## config.mk

```make
export PLATFORM = sky130hd
export DESIGN_NAME = bcsm_regs
export DESIGN_NICKNAME = d
export VERILOG_FILES = /design/src/bcsm_pkg.sv /design/src/bcsm_regs.sv
export SDC_FILE = /design/constraint.sdc
export NUM_CORES = 1
export LEC_CHECK = 0
export ABC_AREA = 1
export BUFFER_PORTS_ARGS = -buffer_cell sky130_fd_sc_hd__clkbuf_2
export CAP_MARGIN = 20
export CELL_PAD_IN_SITES_DETAIL_PLACEMENT = 1
export CELL_PAD_IN_SITES_GLOBAL_PLACEMENT = 2
export CORE_MARGIN = 3
export CORE_UTILIZATION = 20
export CTS_BUF_LIST = sky130_fd_sc_hd__clkbuf_8
export CTS_CLUSTER_SIZE = 16
export DETAILED_ROUTE_END_ITERATION = 7
export GPL_TIMING_DRIVEN = 0
export PLACE_DENSITY_LB_ADDON = 0.08
export SLEW_MARGIN = 20
export SYNTH_ARGS = -nofsm -noshare
export SYNTH_HDL_FRONTEND = slang
export SYNTH_SLANG_ARGS = --single-unit
export TNS_END_PERCENT = 30
```

## constraint.sdc

```tcl
create_clock -name clk_i -period 3 [get_ports clk_i]
set_clock_uncertainty 0.15 [all_clocks]
set_input_delay 0.3 -clock clk_i [delete_from_list [all_inputs] [get_ports clk_i]]
set_output_delay 0.3 -clock clk_i [all_outputs]
set_load 0.01 [all_outputs]
```

## src/bcsm_pkg.sv

```systemverilog
// ----------------------------------------------------------------------------
// bcsm_pkg
// Shared types and constants for the banked cartridge SRAM mapper.
// ----------------------------------------------------------------------------
package bcsm_pkg;

  localparam int unsigned SramAddrW = 15;
  localparam int unsigned SramDepth = 1 << SramAddrW;
  localparam int unsigned BankW     = 5;

  // Bus access kinds
  localparam logic OP_READ  = 1'b0;
  localparam logic OP_WRITE = 1'b1;

  // IO1 register offsets (address low bits)
  localparam logic [1:0] REG_BANK = 2'd2;
  localparam logic [1:0] REG_CTRL = 2'd3;

  // Control byte bit positions
  localparam int unsigned CtrlIoDisBit = 3;
  localparam int unsigned CtrlSramWeBit = 4;
  localparam int unsigned CtrlMappedBit = 5;
  localparam int unsigned CtrlGameBit   = 6;
  localparam int unsigned CtrlExromBit  = 7;

  // Address windows (upper address bits)
  localparam logic [2:0] WIN_4000 = 3'b010;
  localparam logic [2:0] WIN_6000 = 3'b011;
  localparam logic [2:0] WIN_8000 = 3'b100;
  localparam logic [2:0] WIN_A000 = 3'b101;
  localparam logic [2:0] WIN_E000 = 3'b111;
  localparam logic [7:0] PAGE_DE  = 8'hDE;
  localparam logic [7:0] PAGE_DF  = 8'hDF;
  localparam logic [6:0] IO_WIN   = 7'b1101111;  // $DE00-$DFFF
  localparam logic [4:0] IO_BASE  = 5'h1F;       // top 512 bytes of a 16K half

  typedef enum logic [1:0] {
    MODE_16K     = 2'd0,
    MODE_8K      = 2'd1,
    MODE_ULTIMAX = 2'd2,
    MODE_OFF     = 2'd3
  } bcsm_mode_e;

  typedef struct packed {
    logic                 re;
    logic                 we;
    logic [SramAddrW-1:0] addr;
    logic [7:0]           wdata;
  } bcsm_sram_req_t;

  typedef struct packed {
    bcsm_sram_req_t   req;
    logic             use_mem;     // read data comes from SRAM
    logic [7:0]       alt_data;    // read data otherwise
    logic             drives_bus;
    logic             write_route;
    logic             sram_stored;
    logic             game;
    logic             exrom;
    bcsm_mode_e       mode;
    logic [BankW-1:0] bank;
  } bcsm_dec_t;

endpackage

```

## src/bcsm_regs.sv

```systemverilog
// ----------------------------------------------------------------------------
// bcsm_regs
// Bank and control registers plus the address decode of one bus transaction.
// ----------------------------------------------------------------------------
module bcsm_regs (
  input  logic                        clk_i,
  input  logic                        rst_ni,
  input  logic                        accept_i,
  input  logic                        opcode_i,
  input  logic [15:0]                 bus_address_i,
  input  logic [7:0]                  write_data_i,
  input  logic [7:0]                  open_bus_value_i,
  output bcsm_pkg::bcsm_dec_t         dec_o
);

  logic [bcsm_pkg::BankW-1:0] bank_q, bank_d;
  logic iodis_q, iodis_d, sramwe_q, sramwe_d, mapped_q, mapped_d;
  logic game_q, game_d, exrom_q, exrom_d;

  logic [2:0] win;
  logic       r45, r67, r89, rab, ref_w, io_win, pg_de, pg_df;
  logic       is_wr, reg_hit, bank_wr, ctrl_wr, io_st, low_st, high_st;
  logic       b;
  logic [bcsm_pkg::SramAddrW-1:0] low_off, high_off, io_off;
  bcsm_pkg::bcsm_mode_e mode_n;

  always_comb begin
    win    = bus_address_i[15:13];
    r45    = (win == bcsm_pkg::WIN_4000);
    r67    = (win == bcsm_pkg::WIN_6000);
    r89    = (win == bcsm_pkg::WIN_8000);
    rab    = (win == bcsm_pkg::WIN_A000);
    ref_w  = (win == bcsm_pkg::WIN_E000);
    io_win = (bus_address_i[15:9] == bcsm_pkg::IO_WIN);
    pg_de  = (bus_address_i[15:8] == bcsm_pkg::PAGE_DE);
    pg_df  = (bus_address_i[15:8] == bcsm_pkg::PAGE_DF);
    b      = bank_q[0];

    low_off  = {b, 1'b0, bus_address_i[12:0]};
    high_off = {b, 1'b1, bus_address_i[12:0]};
    io_off   = {b, bcsm_pkg::IO_BASE, bus_address_i[8:0]};

    is_wr   = (opcode_i == bcsm_pkg::OP_WRITE);
    reg_hit = is_wr && !iodis_q && pg_de;
    bank_wr = reg_hit && (bus_address_i[1:0] == bcsm_pkg::REG_BANK);
    ctrl_wr = reg_hit && (bus_address_i[1:0] == bcsm_pkg::REG_CTRL);

    io_st   = is_wr && !bank_wr && !ctrl_wr && sramwe_q && !mapped_q &&
              (pg_df || (iodis_q && pg_de));
    low_st  = is_wr && !bank_wr && !ctrl_wr && !io_st && sramwe_q && (r45 || r89);
    high_st = is_wr && !bank_wr && !ctrl_wr && !io_st && sramwe_q && (r67 || rab);

    // Next register state
    bank_d   = bank_q;
    iodis_d  = iodis_q;
    sramwe_d = sramwe_q;
    mapped_d = mapped_q;
    game_d   = game_q;
    exrom_d  = exrom_q;
    if (bank_wr) begin
      bank_d = write_data_i[bcsm_pkg::BankW-1:0];
    end
    if (ctrl_wr) begin
      iodis_d  = write_data_i[bcsm_pkg::CtrlIoDisBit];
      sramwe_d = write_data_i[bcsm_pkg::CtrlSramWeBit];
      mapped_d = write_data_i[bcsm_pkg::CtrlMappedBit];
      game_d   = write_data_i[bcsm_pkg::CtrlGameBit];
      exrom_d  = write_data_i[bcsm_pkg::CtrlExromBit];
    end
    mode_n = bcsm_pkg::bcsm_mode_e'({exrom_d, game_d});

    // SRAM request, decided on the state before the transaction
    dec_o.req.wdata = write_data_i;
    dec_o.req.we    = io_st || low_st || high_st;
    dec_o.use_mem   = 1'b0;
    dec_o.req.addr  = low_off;
    if (is_wr) begin
      priority if (io_st) begin
        dec_o.req.addr = io_off;
      end else if (high_st) begin
        dec_o.req.addr = high_off;
      end else begin
        dec_o.req.addr = low_off;
      end
    end else begin
      priority if (mapped_q && r89) begin
        dec_o.use_mem  = 1'b1;
        dec_o.req.addr = low_off;
      end else if (mapped_q && (rab || ref_w)) begin
        dec_o.use_mem  = 1'b1;
        dec_o.req.addr = high_off;
      end else if (io_win) begin
        dec_o.use_mem  = 1'b1;
        dec_o.req.addr = io_off;
      end else begin
        dec_o.use_mem  = 1'b0;
      end
    end
    dec_o.req.re   = dec_o.use_mem;
    dec_o.alt_data = is_wr ? 8'h00 : open_bus_value_i;

    // Reported decodes use the state after the transaction
    dec_o.drives_bus = io_win;
    if (!io_win && mapped_d) begin
      unique case (mode_n)
        bcsm_pkg::MODE_16K:     dec_o.drives_bus = r89 || rab;
        bcsm_pkg::MODE_8K:      dec_o.drives_bus = r89;
        bcsm_pkg::MODE_ULTIMAX: dec_o.drives_bus = r89 || ref_w;
        default:                dec_o.drives_bus = 1'b0;
      endcase
    end
    dec_o.write_route = sramwe_d && (r45 || r67 || r89 || rab);
    dec_o.sram_stored = dec_o.req.we;
    dec_o.game        = game_d;
    dec_o.exrom       = exrom_d;
    dec_o.mode        = mode_n;
    dec_o.bank        = bank_d;
  end

  always_ff @(posedge clk_i or negedge rst_ni) begin
    if (!rst_ni) begin
      bank_q   <= '0;
      iodis_q  <= 1'b0;
      sramwe_q <= 1'b0;
      mapped_q <= 1'b0;
      game_q   <= 1'b0;
      exrom_q  <= 1'b0;
    end else if (accept_i) begin
      bank_q   <= bank_d;
      iodis_q  <= iodis_d;
      sramwe_q <= sramwe_d;
      mapped_q <= mapped_d;
      game_q   <= game_d;
      exrom_q  <= exrom_d;
    end
  end

endmodule

```

==> flow_metrics.tcl <==
set metrics [dict create \
    cp.arrival_ps 1760 \
    grt.overflow.total 0 \
    wl_per_cell_um 9.94 \
    worstSetupPathType "reg2out" \
    clock_sinks 10 \
    fp.dieH_um 79.2 \
    crit_path_cell_trace "nor2_2, nand2_1, nor3_2, buf_6, nor3_1, and2_1, buf_4, clkbuf_2" \
    drcViolationCount 0 \
    r2r_slack_ps 1440 \
    clkLatencyLatePin_ps 230 \
    dpl.cell_count 316 \
    path_buf_inv 3 \
    tightest_slew_ps 418 \
    startpoint_type "register" \
    postCtsSetupBuffers 0 \
    htreeDepth 1 \
    drtAntennaViolNets 0 \
    grt_pass1_vias 1216 \
    antenna_cells 0 \
    reg2regPathDepth 6 \
    cp_slowest_stage_delay_ps 410 \
    grt_max_degree 11 \
    firstDrtPassIters 4 \
    cts_buffers 3 \
    place_ws_ps 822 \
    portBuffers 74 \
    grt_pass1_wl_um 5410 \
    seqCellArea_um2 250 \
    cp.depth 8 \
    r2r_end "exrom_q" \
    max_cap_viol_count 0 \
    layout_setup_ws_ps 792 \
    setup-tns-final_ps 0 \
    holdPathEnd "mapped_q" \
    dieArea_um2 6270 \
    vias 1271 \
    fillerInstances 731 \
    syn2layout_area_growth_pct 47.5 \
    post-route-util_pct 30.7 \
    drt_iter0_drc 41 \
    netlist_area_um2 1070 \
    cts_tree "built" \
    hold_viol 0 \
    hold_path_depth 3 \
    core.rowCount 26 \
    post-dp-hpwl_um 2850 \
    hp-class "in2reg" \
    cp_top_family "simple AND/OR/NAND/NOR gates" \
    fp.dieW_um 79.2 \
    wl_um 3180 \
    synth_cells 172 \
    finalCritPeriodShare_pct 73.6 \
    track_usage_pct 10.5 \
    synth_fp_nets 208 \
    avgSynthCellArea_um2 6.23 \
    vdd_drop_max_mv 0.149 \
    min_from "write_data_i[5]" \
    gp_congestion 0.721 \
    p_leak_uw 0.000992 \
    synth_cell_type_count 24 \
    yosysTopAreaCellShare_pct 23.4 \
    yosysSeqAreaShare_pct 23.4 \
    ys_warn_count 0 \
    critPathCaptureType "output port" \
    start_util_pct 20.8 \
    io-pin-count 82 \
    synth-seq-cells 10 \
    clk_pin_slew_ps 40 \
    core_um2 5140 \
    drive_gt1_share_pct 45.6 \
    max_slew_margin_pct 72.0 \
    multi_input_area_um2 468 \
    rr_startpoint "iodis_q" \
    grt_setup_unrepaired "no" \
    cts_root_buf "clkbuf_8" \
    max_freq_mhz 453 \
    cts_buffer_depth 2 \
    status "finished clean" \
    powerDensity_nw_per_um2 252 \
    required_ps 2550 \
    viasPerCell 3.97 \
    grt_antenna_before_repair 0 \
    finalNonFillerCells 320 \
    yosys-top-cells-area "dfrtp_1 23%, buf_4 18%, nand2_1 13%" \
    finalSetupViolations 0 \
    num-nets-final 288 \
    crit_slowest_cell "dfrtp_1" \
    slew_viol_final 0 \
    yosys.area.top_type "dfrtp_1" \
    fin_crit_ps 2210 \
    cp_max_fo 10 \
]
-- power breakdown --
part	switching, uW	leakage, uW	internal, uW
Combinational	64.8	0.000831	59.0
Clock	45.8	0.0000216	87.3
Sequential	2.62	0.000139	139
Total	113	0.000992	285
-- tightest hold or removal path: stages --
cell	delay, ps
clkbuf_2	90
inv_1	60
o21ai_0	80
-- registers in the layout, indices dropped and copies added (netlist names) --
name      flops
bank_q        5
exrom_q       1
game_q        1
iodis_q       1
mapped_q      1
sramwe_q      1
-- how the worst max path moves through the flow --
stage                      endpoint  slack (ps)         startpoint
after floorplan           dec_o[44]        1140           opcode_i
after global placement    dec_o[44]         810  bus_address_i[13]
after detailed placement  dec_o[44]         820  bus_address_i[13]
after CTS                 dec_o[44]         750            iodis_q
after global routing      dec_o[44]         620            iodis_q
final                     dec_o[44]         790            iodis_q
-- synthesized netlist by cell type, drive strengths merged --
library cell and count:
a211oi 1, clkbuf 4, o21ai 18, buf 26
and2 1, nand2 36, o21bai 1, nor2 19
or2 1, nand3 6, inv 36, clkinv 1
a21oi 1, dfrtp 10, nand4 5, o31ai 1
nor3 5
-- placed cells by master (no fill, tap or decap) --
master         netlist  routed
o21bai_1             1       1
nor2_1              18      18
nand3_1              6       6
a21oi_1              1       1
o31ai_1              1       1
dfrtp_1             10      10
clkbuf_1             4       4
dlygate4sd3_1        0       1
nand4_1              4       4
o21ai_0              7       7
nor2_2               1       1
clkbuf_8             0       3
inv_1               35      35
or2_2                1       1
clkbuf_2             0      74
o21ai_2              6       6
a211oi_1             1       1
o21ai_1              5       5
clkinv_1             1       1
buf_4               25      25
and2_1               1       1
nor3_1               4       4
nor3_2               1       1
nand4_4              1       1
nand2_1             36      36
buf_6                1       1
inv_2                1       1
-- area by class of cell --
class                           count  area share, %
Buffer                             30           13.5
Clock buffer                        3           2.61
Inverter                           37           8.79
Multi-Input combinational cell     95           29.6
Sequential cell                    10           15.8
Tap cell                           70           5.54
Timing Repair Buffer               75           24.1
-- per-layer routing --
layer  wire length [um]  vias up  part of all wire [%]  global-route usage [%]
li1                   -      659                     -                       -
met1               1430      556                    45                    13.4
met2               1490       54                    47                    17.8
met3                254        2                   8.0                    2.95
met4                  9        0                  0.28                    1.55
met5                  0        -                     0                       0
-- cells by family after synthesis --
family | after synthesis | share of synthesized area, %
buffers and inverters | 67 | 32.9
AOI/OAI and AO/OA | 22 | 13.1
DFF | 10 | 23.4
and+or+nand+nor | 73 | 30.6
-- timing repair --
action                     4_1_cts  5_1_grt
hold endpoints to repair        10        0
hold buffers                     1        0
resized for setup                0        0
setup endpoints to repair        0        0
-- metrics by stage --
step	cell area [um2]	hold slack (ps)	power [uW]
CTS	1580	195	411
floorplan	1070	-146	209
finish	1580	199	398
global placement	1530	34.6	268
global route	1580	254	431
detailed placement	1530	46.0	269
No activity file was read; power rests on OpenSTA's default activity.
